$ cat config.mk
export PLATFORM = sky130hd
export DESIGN_NAME = video_marker_square_overlay_flat
export DESIGN_NICKNAME = d
export VERILOG_FILES = /design/src/rtl/vmsq_pkg.sv /design/src/rtl/vmsq_if.sv /design/src/rtl/vmsq_cfg.sv /design/src/rtl/vmsq_front.sv /design/src/rtl/vmsq_div_stage.sv /design/src/rtl/vmsq_out.sv /design/src/rtl/video_marker_square_overlay.sv /design/src/flat_wrapper.sv
export VERILOG_INCLUDE_DIRS = /design/src /design/src/rtl
export SDC_FILE = /design/constraint.sdc
export NUM_CORES = 2
export LEC_CHECK = 0
export ABC_CLOCK_PERIOD_IN_PS = 7300
export BUFFER_PORTS_ARGS = -buffer_cell sky130_fd_sc_hd__buf_4
export CORE_UTILIZATION = 40
export CTS_CLUSTER_DIAMETER = 120
export DETAILED_ROUTE_END_ITERATION = 8
export GPL_TIMING_DRIVEN = 0
export REMOVE_ABC_BUFFERS = 1
export SYNTH_ARGS = -nofsm -noshare
export SYNTH_HDL_FRONTEND = slang
export SYNTH_SLANG_ARGS = --single-unit
$ cat constraint.sdc
create_clock -name i_clk -period 7.3 [get_ports i_clk]
set_clock_uncertainty 0.1 [all_clocks]
set_input_delay 0 -clock i_clk [delete_from_list [all_inputs] [get_ports i_clk]]
set_output_delay 0 -clock i_clk [all_outputs]
set_load 0.02 [all_outputs]
$ cat src/rtl/video_marker_square_overlay_defines.svh
// assertion macros shared by the overlay rtl
`ifndef VIDEO_MARKER_SQUARE_OVERLAY_DEFINES_SVH
`define VIDEO_MARKER_SQUARE_OVERLAY_DEFINES_SVH

// condition must hold in the same cycle
`define VMSQ_ASSERT_NOW(label, clk, rst_n, pre, post) \
    label: assert property (@(posedge clk) disable iff (!rst_n) (pre) |-> (post)) \
        else $error("vmsq assertion failed");

// condition must hold in the following cycle
`define VMSQ_ASSERT_NEXT(label, clk, rst_n, pre, post) \
    label: assert property (@(posedge clk) disable iff (!rst_n) (pre) |=> (post)) \
        else $error("vmsq assertion failed");

`endif

$ cat src/rtl/vmsq_pkg.sv
package vmsq_pkg;

    // field widths
    localparam int LUMA_W  = 8;
    localparam int COORD_W = 12;
    localparam int DIM_W   = 13;
    localparam int MW_W    = 13;
    localparam int CNT_W   = 13;
    localparam int DCNT_W  = 7;
    localparam int WORD_W  = 64;
    localparam int OFS_W   = 12;

    // config port
    localparam int CFG_IDX_W = 4;

    // derived widths
    localparam int SQ_W      = CNT_W + 1;
    localparam int COLS_W    = SQ_W + MW_W;
    localparam int REQW_W    = COLS_W + 1;
    localparam int REQH_W    = MW_W + 1;
    localparam int RS_W      = COORD_W + 1;
    localparam int BIT_IDX_W = $clog2(WORD_W);

    // frame size saturation
    localparam logic [DIM_W-1:0] MAX_DIM = DIM_W'(4096);

    // column divider: quotient bits resolved per stage
    localparam int DIV_STEPS  = 2;
    localparam int DIV_STAGES = COORD_W / DIV_STEPS;

    // register indexes
    localparam logic [CFG_IDX_W-1:0] REG_MARKER_WIDTH   = CFG_IDX_W'(0);
    localparam logic [CFG_IDX_W-1:0] REG_MARKER_HEIGHT  = CFG_IDX_W'(1);
    localparam logic [CFG_IDX_W-1:0] REG_FIXED_COUNT    = CFG_IDX_W'(2);
    localparam logic [CFG_IDX_W-1:0] REG_DATA_COUNT     = CFG_IDX_W'(3);
    localparam logic [CFG_IDX_W-1:0] REG_DATA_WORD      = CFG_IDX_W'(4);
    localparam logic [CFG_IDX_W-1:0] REG_MARK_ENABLE    = CFG_IDX_W'(5);
    localparam logic [CFG_IDX_W-1:0] REG_COL_START      = CFG_IDX_W'(6);
    localparam logic [CFG_IDX_W-1:0] REG_ROW_LIFT       = CFG_IDX_W'(7);

    // marker colors
    localparam logic [LUMA_W-1:0] LUMA_BLACK = LUMA_W'(0);
    localparam logic [LUMA_W-1:0] LUMA_WHITE = LUMA_W'(255);

    // configuration plus values derived from it
    typedef struct packed {
        logic [MW_W-1:0]   marker_width;
        logic [MW_W-1:0]   marker_height;
        logic [CNT_W-1:0]  fixed_count;
        logic [DCNT_W-1:0] data_count;
        logic [WORD_W-1:0] data_word;
        logic              enable;
        logic [OFS_W-1:0]  col_start;
        logic [OFS_W-1:0]  row_lift;
        logic [SQ_W-1:0]   squares;
        logic [COLS_W-1:0] strip_cols;
        logic [REQW_W-1:0] req_w;
        logic [REQH_W-1:0] req_h;
    } t_cfg;

    // per-sample data carried beside the divider
    typedef struct packed {
        logic [LUMA_W-1:0]  luma;
        logic [COORD_W-1:0] x;
        logic               col_ge;
        logic [RS_W-1:0]    rs;
        logic [DIM_W-1:0]   fw;
        logic [DIM_W-1:0]   fh;
        logic               row_hit;
        logic               col_hit;
        logic               fit_err;
    } t_side;

    // restoring divider state: partial remainder, dividend shifting into quotient
    typedef struct packed {
        logic [MW_W-1:0]    rem;
        logic [COORD_W-1:0] qd;
    } t_div;

endpackage

$ cat src/rtl/vmsq_if.sv
// pixel input channel
interface vmsq_pix_if import vmsq_pkg::*; ();
    logic               valid;
    logic               ready;
    logic [LUMA_W-1:0]  luma_in;
    logic [COORD_W-1:0] pixel_col;
    logic [COORD_W-1:0] pixel_row;
    logic [DIM_W-1:0]   frame_width;
    logic [DIM_W-1:0]   frame_height;

    modport source (output valid, luma_in, pixel_col, pixel_row, frame_width, frame_height,
                    input ready);
    modport sink (input valid, luma_in, pixel_col, pixel_row, frame_width, frame_height,
                  output ready);
endinterface

// result channel
interface vmsq_res_if import vmsq_pkg::*; ();
    logic              valid;
    logic              ready;
    logic [LUMA_W-1:0] luma_out;
    logic              fit_error;

    modport source (output valid, luma_out, fit_error, input ready);
    modport sink (input valid, luma_out, fit_error, output ready);
endinterface

// register write channel
interface vmsq_cfg_if import vmsq_pkg::*; ();
    logic                 valid;
    logic                 ready;
    logic [CFG_IDX_W-1:0] index;
    logic [WORD_W-1:0]    data;

    modport source (output valid, index, data, input ready);
    modport sink (input valid, index, data, output ready);
endinterface

$ cat src/rtl/vmsq_cfg.sv
module vmsq_cfg import vmsq_pkg::*; (
    input  logic       i_clk,
    input  logic       i_rst_n,
    vmsq_cfg_if.sink   i_cfg,
    output t_cfg       o_cfg
);

    logic [MW_W-1:0]   r_marker_width;
    logic [MW_W-1:0]   r_marker_height;
    logic [CNT_W-1:0]  r_fixed_count;
    logic [DCNT_W-1:0] r_data_count;
    logic [WORD_W-1:0] r_data_word;
    logic              r_enable;
    logic [OFS_W-1:0]  r_col_start;
    logic [OFS_W-1:0]  r_row_lift;
    logic [SQ_W-1:0]   r_squares;
    logic [COLS_W-1:0] r_strip_cols;
    logic [REQW_W-1:0] r_req_w;
    logic [REQH_W-1:0] r_req_h;

    // writes are always taken
    assign i_cfg.ready = 1'b1;

    // register file
    always_ff @(posedge i_clk) begin
        if (!i_rst_n) begin
            r_marker_width  <= MW_W'(4);
            r_marker_height <= MW_W'(16);
            r_fixed_count   <= CNT_W'(4);
            r_data_count    <= DCNT_W'(5);
            r_data_word     <= WORD_W'(10);
            r_enable        <= 1'b1;
            r_col_start     <= '0;
            r_row_lift      <= '0;
        end else if (i_cfg.valid && i_cfg.ready) begin
            case (i_cfg.index)
                REG_MARKER_WIDTH:  r_marker_width  <= i_cfg.data[MW_W-1:0];
                REG_MARKER_HEIGHT: r_marker_height <= i_cfg.data[MW_W-1:0];
                REG_FIXED_COUNT:   r_fixed_count   <= i_cfg.data[CNT_W-1:0];
                REG_DATA_COUNT:    r_data_count    <= i_cfg.data[DCNT_W-1:0];
                REG_DATA_WORD:     r_data_word     <= i_cfg.data;
                REG_MARK_ENABLE:   r_enable        <= i_cfg.data[0];
                REG_COL_START:     r_col_start     <= i_cfg.data[OFS_W-1:0];
                REG_ROW_LIFT:      r_row_lift      <= i_cfg.data[OFS_W-1:0];
                default: ;
            endcase
        end
    end

    // strip extent: squares, then strip_cols, then req_w are registered in turn after a write
    always_ff @(posedge i_clk) begin
        r_squares    <= {1'b0, r_fixed_count} + {{(SQ_W-DCNT_W){1'b0}}, r_data_count};
        r_strip_cols <= {{(COLS_W-SQ_W){1'b0}}, r_squares}
                      * {{(COLS_W-MW_W){1'b0}}, r_marker_width};
        r_req_w      <= {1'b0, r_strip_cols} + {{(REQW_W-OFS_W){1'b0}}, r_col_start};
        r_req_h      <= {{(REQH_W-OFS_W){1'b0}}, r_row_lift} + {1'b0, r_marker_height};
    end

    always_comb begin
        o_cfg.marker_width  = r_marker_width;
        o_cfg.marker_height = r_marker_height;
        o_cfg.fixed_count   = r_fixed_count;
        o_cfg.data_count    = r_data_count;
        o_cfg.data_word     = r_data_word;
        o_cfg.enable        = r_enable;
        o_cfg.col_start     = r_col_start;
        o_cfg.row_lift      = r_row_lift;
        o_cfg.squares       = r_squares;
        o_cfg.strip_cols    = r_strip_cols;
        o_cfg.req_w         = r_req_w;
        o_cfg.req_h         = r_req_h;
    end

endmodule

$ cat src/rtl/vmsq_front.sv
module vmsq_front import vmsq_pkg::*; (
    input  logic     i_clk,
    input  logic     i_rst_n,
    vmsq_pix_if.sink i_pix,
    input  t_cfg     i_cfg,
    output logic     o_valid,
    input  logic     i_ready,
    output t_side    o_side,
    output t_div     o_div
);

    logic  r_valid;
    t_side r_side;
    t_div  r_div;
    t_side n_side;
    t_div  n_div;

    assign i_pix.ready = !r_valid || i_ready;

    // clamp frame size, offset column and row by the strip origin
    always_comb begin
        n_side.luma    = i_pix.luma_in;
        n_side.fw      = (i_pix.frame_width > MAX_DIM) ? MAX_DIM : i_pix.frame_width;
        n_side.fh      = (i_pix.frame_height > MAX_DIM) ? MAX_DIM : i_pix.frame_height;
        n_side.col_ge  = i_pix.pixel_col >= i_cfg.col_start;
        n_side.x       = i_pix.pixel_col - i_cfg.col_start;
        n_side.rs      = {1'b0, i_pix.pixel_row} + {1'b0, i_cfg.row_lift};
        n_side.row_hit = 1'b0;
        n_side.col_hit = 1'b0;
        n_side.fit_err = 1'b0;
        n_div.rem      = '0;
        n_div.qd       = i_pix.pixel_col - i_cfg.col_start;
    end

    always_ff @(posedge i_clk) begin
        if (!i_rst_n) begin
            r_valid <= 1'b0;
        end else if (i_pix.ready) begin
            r_valid <= i_pix.valid;
        end
    end

    always_ff @(posedge i_clk) begin
        if (i_pix.valid && i_pix.ready) begin
            r_side <= n_side;
            r_div  <= n_div;
        end
    end

    assign o_valid = r_valid;
    assign o_side  = r_side;
    assign o_div   = r_div;

endmodule

$ cat src/rtl/vmsq_div_stage.sv
module vmsq_div_stage import vmsq_pkg::*; (
    input  logic            i_clk,
    input  logic            i_rst_n,
    input  logic            i_valid,
    output logic            o_ready,
    input  t_side           i_side,
    input  t_div            i_div,
    input  logic [MW_W-1:0] i_divisor,
    output logic            o_valid,
    input  logic            i_ready,
    output t_side           o_side,
    output t_div            o_div
);

    logic            r_valid;
    t_side           r_side;
    t_div            r_div;
    t_div            n_div;
    logic [MW_W:0]   rem_ext;
    logic            q_bit;

    assign o_ready = !r_valid || i_ready;

    // restoring division, a few quotient bits per stage
    always_comb begin
        n_div   = i_div;
        rem_ext = '0;
        q_bit   = 1'b0;
        for (int s = 0; s < DIV_STEPS; s++) begin
            rem_ext = {n_div.rem, n_div.qd[COORD_W-1]};
            q_bit   = rem_ext >= {1'b0, i_divisor};
            if (q_bit) begin
                rem_ext = rem_ext - {1'b0, i_divisor};
            end
            n_div.rem = rem_ext[MW_W-1:0];
            n_div.qd  = {n_div.qd[COORD_W-2:0], q_bit};
        end
    end

    always_ff @(posedge i_clk) begin
        if (!i_rst_n) begin
            r_valid <= 1'b0;
        end else if (o_ready) begin
            r_valid <= i_valid;
        end
    end

    always_ff @(posedge i_clk) begin
        if (i_valid && o_ready) begin
            r_side <= i_side;
            r_div  <= n_div;
        end
    end

    assign o_valid = r_valid;
    assign o_side  = r_side;
    assign o_div   = r_div;

endmodule

$ cat src/rtl/vmsq_out.sv
`include "video_marker_square_overlay_defines.svh"

module vmsq_out import vmsq_pkg::*; (
    input  logic               i_clk,
    input  logic               i_rst_n,
    input  logic               i_valid,
    output logic               o_ready,
    input  t_side              i_side,
    input  logic [COORD_W-1:0] i_quot,
    input  t_cfg               i_cfg,
    vmsq_res_if.source         o_res
);

    logic              r_valid;
    logic [LUMA_W-1:0] r_luma;
    logic              r_fit;
    logic [LUMA_W-1:0] n_luma;
    logic              n_fit;
    logic              is_fixed;
    logic [LUMA_W-1:0] fixed_color;
    logic [LUMA_W-1:0] data_color;
    logic [SQ_W-1:0]   bit_idx;

    assign o_ready = !r_valid || o_res.ready;

    // square color from its index
    always_comb begin
        is_fixed    = {1'b0, i_quot} < i_cfg.fixed_count;
        fixed_color = i_quot[0] ? LUMA_WHITE : LUMA_BLACK;
        bit_idx     = i_cfg.squares - SQ_W'(1) - {{(SQ_W-COORD_W){1'b0}}, i_quot};
        if (bit_idx[SQ_W-1:BIT_IDX_W] != '0) begin
            data_color = LUMA_BLACK;
        end else begin
            data_color = i_cfg.data_word[bit_idx[BIT_IDX_W-1:0]] ? LUMA_WHITE : LUMA_BLACK;
        end
    end

    // pass, mark or flag the sample
    always_comb begin
        n_luma = i_side.luma;
        n_fit  = 1'b0;
        if (i_cfg.enable) begin
            if (i_side.fit_err) begin
                n_fit = 1'b1;
            end else if (i_side.row_hit && i_side.col_hit) begin
                n_luma = is_fixed ? fixed_color : data_color;
            end
        end
    end

    always_ff @(posedge i_clk) begin
        if (!i_rst_n) begin
            r_valid <= 1'b0;
        end else if (o_ready) begin
            r_valid <= i_valid;
        end
    end

    always_ff @(posedge i_clk) begin
        if (i_valid && o_ready) begin
            r_luma <= n_luma;
            r_fit  <= n_fit;
        end
    end

    assign o_res.valid     = r_valid;
    assign o_res.luma_out  = r_luma;
    assign o_res.fit_error = r_fit;

    // checks
    `VMSQ_ASSERT_NOW(a_fit_only_enabled, i_clk, i_rst_n, r_valid && r_fit, i_cfg.enable)
    `VMSQ_ASSERT_NEXT(a_load_shows_beat, i_clk, i_rst_n, i_valid && o_ready, r_valid)
    `VMSQ_ASSERT_NEXT(a_stall_holds, i_clk, i_rst_n, r_valid && !o_res.ready, r_valid && $stable(r_luma) && $stable(r_fit))

endmodule

$ cat src/rtl/video_marker_square_overlay.sv
// marker strip overlay for a luma pixel stream
//
// i_pix carries one luma sample per beat with its column, row and frame size;
// o_res returns one beat per input beat, in order: the sample unchanged, or
// black/white where it falls in the marker strip, plus the fit_error flag.
// i_cfg writes the eight registers by index; it is always ready. The user must
// write it only while no sample is in flight; the block does not enforce this.
// each result passes the input register, which loads on acceptance, then six
// divider stages and the output register before o_res offers it.
// throughput: one beat per cycle unless o_res stalls; the column to square-index
// division resolves two quotient bits per stage, so its six stages set the depth.
// reset clears every stage valid bit and loads the register defaults.
// when o_res is stalled each stage holds its beat and keeps accepting while
// a stage downstream of it is empty; nothing is dropped or repeated.
`include "video_marker_square_overlay_defines.svh"

module video_marker_square_overlay import vmsq_pkg::*; (
    input  logic       i_clk,
    input  logic       i_rst_n,
    vmsq_cfg_if.sink   i_cfg,
    vmsq_pix_if.sink   i_pix,
    vmsq_res_if.source o_res
);

    // stage whose input gets the strip membership and fit checks
    localparam int CHECK_STAGE = 2;

    t_cfg  cfg;
    logic  stg_valid [0:DIV_STAGES];
    logic  stg_ready [0:DIV_STAGES];
    t_side stg_side  [0:DIV_STAGES];
    t_div  stg_div   [0:DIV_STAGES];

    function automatic t_side check_side(input t_side s, input t_cfg c);
        t_side r;
        r         = s;
        r.row_hit = (s.rs < s.fh)
                 && (({1'b0, s.rs} + {1'b0, c.marker_height}) >= {1'b0, s.fh});
        r.col_hit = s.col_ge && ({{(COLS_W-COORD_W){1'b0}}, s.x} < c.strip_cols);
        r.fit_err = (c.req_w > {{(REQW_W-DIM_W){1'b0}}, s.fw})
                 || (c.req_h > {{(REQH_W-DIM_W){1'b0}}, s.fh});
        return r;
    endfunction

    // register file
    vmsq_cfg u_cfg (
        .i_clk   (i_clk),
        .i_rst_n (i_rst_n),
        .i_cfg   (i_cfg),
        .o_cfg   (cfg)
    );

    // input register
    vmsq_front u_front (
        .i_clk   (i_clk),
        .i_rst_n (i_rst_n),
        .i_pix   (i_pix),
        .i_cfg   (cfg),
        .o_valid (stg_valid[0]),
        .i_ready (stg_ready[0]),
        .o_side  (stg_side[0]),
        .o_div   (stg_div[0])
    );

    // divider stages
    for (genvar j = 0; j < DIV_STAGES; j++) begin : g_div
        t_side side_in;

        if (j == CHECK_STAGE) begin : g_chk
            assign side_in = check_side(stg_side[j], cfg);
        end else begin : g_pass
            assign side_in = stg_side[j];
        end

        vmsq_div_stage u_stage (
            .i_clk     (i_clk),
            .i_rst_n   (i_rst_n),
            .i_valid   (stg_valid[j]),
            .o_ready   (stg_ready[j]),
            .i_side    (side_in),
            .i_div     (stg_div[j]),
            .i_divisor (cfg.marker_width),
            .o_valid   (stg_valid[j+1]),
            .i_ready   (stg_ready[j+1]),
            .o_side    (stg_side[j+1]),
            .o_div     (stg_div[j+1])
        );
    end

    // color select and output register
    vmsq_out u_out (
        .i_clk   (i_clk),
        .i_rst_n (i_rst_n),
        .i_valid (stg_valid[DIV_STAGES]),
        .o_ready (stg_ready[DIV_STAGES]),
        .i_side  (stg_side[DIV_STAGES]),
        .i_quot  (stg_div[DIV_STAGES].qd),
        .i_cfg   (cfg),
        .o_res   (o_res)
    );

    // checks
    `VMSQ_ASSERT_NOW(a_drain_frees_input, i_clk, i_rst_n, o_res.ready, i_pix.ready)
    `VMSQ_ASSERT_NEXT(a_accept_lands, i_clk, i_rst_n, i_pix.valid && i_pix.ready, stg_valid[0])
    `VMSQ_ASSERT_NOW(a_cfg_always_ready, i_clk, i_rst_n, 1'b1, i_cfg.ready)

endmodule
$ cat src/flat_wrapper.sv
// flat-port wrapper written by rule: the top's interface ports become plain ports
module video_marker_square_overlay_flat import vmsq_pkg::*;
  (i_clk, i_rst_n, i_cfg_valid, i_cfg_index, i_cfg_data, i_cfg_ready, i_pix_valid, i_pix_luma_in, i_pix_pixel_col, i_pix_pixel_row, i_pix_frame_width, i_pix_frame_height, i_pix_ready, o_res_valid, o_res_luma_out, o_res_fit_error, o_res_ready);
  vmsq_cfg_if i_cfg_i ();
  vmsq_pix_if i_pix_i ();
  vmsq_res_if o_res_i ();
  input  logic i_clk;
  input  logic i_rst_n;
  input wire logic [$bits(i_cfg_i.valid)-1:0] i_cfg_valid;
  input wire logic [$bits(i_cfg_i.index)-1:0] i_cfg_index;
  input wire logic [$bits(i_cfg_i.data)-1:0] i_cfg_data;
  output wire logic [$bits(i_cfg_i.ready)-1:0] i_cfg_ready;
  input wire logic [$bits(i_pix_i.valid)-1:0] i_pix_valid;
  input wire logic [$bits(i_pix_i.luma_in)-1:0] i_pix_luma_in;
  input wire logic [$bits(i_pix_i.pixel_col)-1:0] i_pix_pixel_col;
  input wire logic [$bits(i_pix_i.pixel_row)-1:0] i_pix_pixel_row;
  input wire logic [$bits(i_pix_i.frame_width)-1:0] i_pix_frame_width;
  input wire logic [$bits(i_pix_i.frame_height)-1:0] i_pix_frame_height;
  output wire logic [$bits(i_pix_i.ready)-1:0] i_pix_ready;
  output wire logic [$bits(o_res_i.valid)-1:0] o_res_valid;
  output wire logic [$bits(o_res_i.luma_out)-1:0] o_res_luma_out;
  output wire logic [$bits(o_res_i.fit_error)-1:0] o_res_fit_error;
  input wire logic [$bits(o_res_i.ready)-1:0] o_res_ready;
  assign i_cfg_i.valid = i_cfg_valid;
  assign i_cfg_i.index = i_cfg_index;
  assign i_cfg_i.data = i_cfg_data;
  assign i_cfg_ready = i_cfg_i.ready;
  assign i_pix_i.valid = i_pix_valid;
  assign i_pix_i.luma_in = i_pix_luma_in;
  assign i_pix_i.pixel_col = i_pix_pixel_col;
  assign i_pix_i.pixel_row = i_pix_pixel_row;
  assign i_pix_i.frame_width = i_pix_frame_width;
  assign i_pix_i.frame_height = i_pix_frame_height;
  assign i_pix_ready = i_pix_i.ready;
  assign o_res_valid = o_res_i.valid;
  assign o_res_luma_out = o_res_i.luma_out;
  assign o_res_fit_error = o_res_i.fit_error;
  assign o_res_i.ready = o_res_ready;
  video_marker_square_overlay u_core (.i_clk(i_clk), .i_rst_n(i_rst_n), .i_cfg(i_cfg_i), .i_pix(i_pix_i), .o_res(o_res_i));
endmodule
==> reports/qor.txt <==
Outcome -> finished clean
Synthesized instance count -> 3544
CP startpoint kind -> register
Total GRT Usage -> 0.193
Final Hold Viols -> 0
Async set or reset register ratio after synthesis -> 0
CP cell instances -> inv_1, ha_1, nand2_1, a21oi_1, a221o_1, o31a_1, mux2_4, ha_1, nor2b_1, o21ai_0, a21oi_1, o41ai_1, a21oi_1, o21ai_0, nand4b_2, mux2_1
Final setup fails -> 0
Syn Std Cell Area -> 37500 um^2
Clk_lat worst skew -> 610 ps
Num CTS Buffers -> 66
Adder-Cell Fraction of Synth Area -> 0.203
TNS Setup -> 0 ps
Slew Viols, Final -> 0
Critical path's top delay family -> compound AO/OA/AOI/OAI gates
Largest family of logic cells by synthesized area -> adder cells
Die height -> 308 um
Post-synthesis compound-gate area fraction -> 0.106
Non-Filler Instances -> 5170
Synth-to-layout area growth -> 18.4%
Antenna Nets Post-Route -> 0
CP Buf/Inv Count -> 1
Max cap viols -> 0
CTS tree -> yes
CP Data Arrival Time -> 7140 ps
PortBufs -> 141
Layout cell share with drive strength beyond 1 -> 0.111
Top fanout value on the critical path -> 16
Leading area contributor after synthesis -> edfxtp_1
Clock Tree Buf Depth -> 3
Rows -> 111
Fillers -> 8319
Routed via count -> 26477
Layout Utilization -> 0.481
Sequential share of the synthesized area -> 0.402
Post-synthesis mux area share -> 0.0651
Die X -> 308 um
Count of state elements after synthesis -> 578
Number of synthesized flops with an enable pin -> 352
RD Place Congestion -> 0.873
Detail-routed via count per cell -> 5.12
Leakage -> 0.0185 uW
Iter 0 DRT Violations -> 1414
Synth cell types -> 84
DP HPWL -> 65.0 mm
Syn avg cell area -> 10.6 um^2
Most frequent cells in the layout -> 370 x inv_1, 370 x ha_1, 352 x edfxtp_1
Clock root cell -> clkbuf_16
Synth top area share -> 0.282
Slowest cell on crit path -> dfxtp_1
Rel. slew slack -> 0.120
Worst VDD drop -> 0.204 mV
Die Area -> 95000 um^2
Required time of the critical path -> 7560 ps
Post-Synth Simple-Gate Area -> 0.133
First-pass iteration count of the detailed router -> 6
Routed len/inst -> 17.6 um
Core area -> 92400 um^2
Hold slack -> 44.2 ps
Tmin final -> 6880 ps
Largest net degree at the start of global routing -> 144
Antenna diode count -> 0
Ys Warns -> 0
Power density over cell area -> 195 nW/um^2
NumNets Final -> 4523
Critical path capture point type -> register
DP Cell Count -> 4851
Starting Density -> 0.406
Vias in the first global route -> 26304
Main synth FF type -> edfxtp_1
Highest cell delay on the worst timing path -> 930 ps
First-pass GRT wire length -> 144 mm
Critical path type -> register to register
Critical path's most frequent cell -> a21oi_1
Top post-synthesis cells by area -> edfxtp_1 28%, ha_1 12%, dfxtp_1 12%
Xor and xnor fraction of the mapped netlist area -> 0.0427
Period utilization -> 0.943
Fmax -> 145 MHz
Hold WC Path Type -> input port to register
Initial antenna violation count -> 0
Aggregate global routing overflow -> 0
Sink Count -> 578
Final WL -> 91.0 mm
# IOs -> 143
Unrepaired setup endpoints after global routing -> false
Post-route total power -> 8660 uW
Worst Max-Slew Pin Slew -> 1320 ps
Clk slew on worst S/H paths -> 60 ps
DRC errors left -> 0
# H-tree levels -> 3
through the flow:
stage	setup WS, ps	instance area [um^2]
after global routing	57.4	44400
after floorplan	1090	37100
after detailed placement	-823	40100
final	416	44400
after CTS	12.2	44400
after global placement	-1000	39700
report_power, final:
| group | internal (uW) | switching, uW |
|---|---|---|
| Clock | 2130 | 1420 |
| Combinational | 725 | 704 |
| Sequential | 3610 | 64.9 |
cells in the mapped netlist (75+ instances only):
cell type	instances
a21oi_1	135
clkbuf_1	75
xnor2_1	126
ha_1	370
dfxtp_1	226
o21ai_0	102
nor2_1	152
nor2b_1	127
inv_1	372
fa_1	149
a21boi_0	97
nand2_1	350
edfxtp_1	352
and2_1	93
timing repair:
action | in CTS | in global routing
setup endpoints to repair | 43 | 25
pin swaps | 1 | 1
hold buffers | 184 | 0
gates resized for setup | 2 | 4
setup buffers | 4 | 9
hold endpoints to repair | 204 | 0
cloned | 0 | 0
state kept, by name, summed over array words and instances, names as in the netlist:
| name | cells |
|---|---|
| u_core.u_cfg.r_marker_width | 13 |
| u_core.u_out.o_res.fit_error | 1 |
| u_core.u_front.o_side | 48 |
| u_core.u_cfg.r_enable | 1 |
| u_core.u_out.o_res.luma_out | 8 |
| u_core.u_cfg.r_squares | 14 |
| u_core.u_cfg.r_col_start | 12 |
| u_core.u_cfg.r_fixed_count | 13 |
| u_core.u_cfg.r_data_word | 64 |
| u_core.u_cfg.r_strip_cols | 27 |
| u_core.u_cfg.r_req_h | 14 |
| u_core.g_div.u_stage.o_valid | 6 |
| u_core.u_cfg.r_row_lift | 12 |
| u_core.u_front.o_valid | 1 |
| u_core.u_out.o_res.valid | 1 |
| u_core.g_div.u_stage.o_div | 119 |
| u_core.u_cfg.r_marker_height | 13 |
| u_core.u_cfg.r_req_w | 28 |
| u_core.u_cfg.r_data_count | 7 |
| u_core.u_front.o_div | 12 |
| u_core.g_div.u_stage.o_side | 164 |
cell families after synthesis:
| family | count (synthesis) |
|---|---|
| other cells | 1 |
| fa+ha+maj | 519 |
| flops | 578 |
| simple gates | 1011 |
| compound gates | 589 |
| mux | 197 |
| buf+inv | 466 |
| xor+xnor | 183 |
layout make-up:
type / count / area, um^2 / area share
well taps: 1243 / 1560 / 0.0350
clock buffers: 86 / 1800 / 0.0405
repair buffers: 354 / 3300 / 0.0743
inverters: 373 / 1410 / 0.0317
flip-flops and latches: 578 / 15100 / 0.340
multi-input cells: 2500 / 20700 / 0.466
clock inverters: 36 / 571 / 0.0128
final timing paths:
kind         cells past startpoint                                     endpoint  slack [ps]                                        start
max                             16  u_core.g_div[1].u_stage.o_div[22]$_DFFE_PP_         420  u_core.u_cfg.r_marker_width[4]$_SDFFE_PN0P_
min                              2    u_core.u_cfg.r_data_count[2]$_SDFFE_PN1P_          40                                      i_rst_n
max reg2reg                     16  u_core.g_div[1].u_stage.o_div[22]$_DFFE_PP_         420  u_core.u_cfg.r_marker_width[4]$_SDFFE_PN0P_
min reg2reg                      0  u_core.g_div[3].u_stage.o_div[11]$_DFFE_PP_         310   u_core.g_div[2].u_stage.o_div[9]$_DFFE_PP_
routing by layer:
metal  up-vias  GRT usage  part of all wire  routed length [um]
met5         -          0                 0                   0
met4         0     0.0517             0.021                1950
met3       130     0.0280             0.042                3810
met2       536      0.325              0.48               43300
met1     12746      0.259              0.46               41900
li1      13065          -                 -                   -
worst reg2reg max path, delay by kind of cell, from the launching register on:
family | cells | cell delay [ps]
compound gates | 8 | 2430
simple gates | 3 | 710
flops | 1 | 930
buf+inv | 1 | 690
mux | 2 | 880
fa+ha+maj | 2 | 920
(Power assumes the default switching activity.)
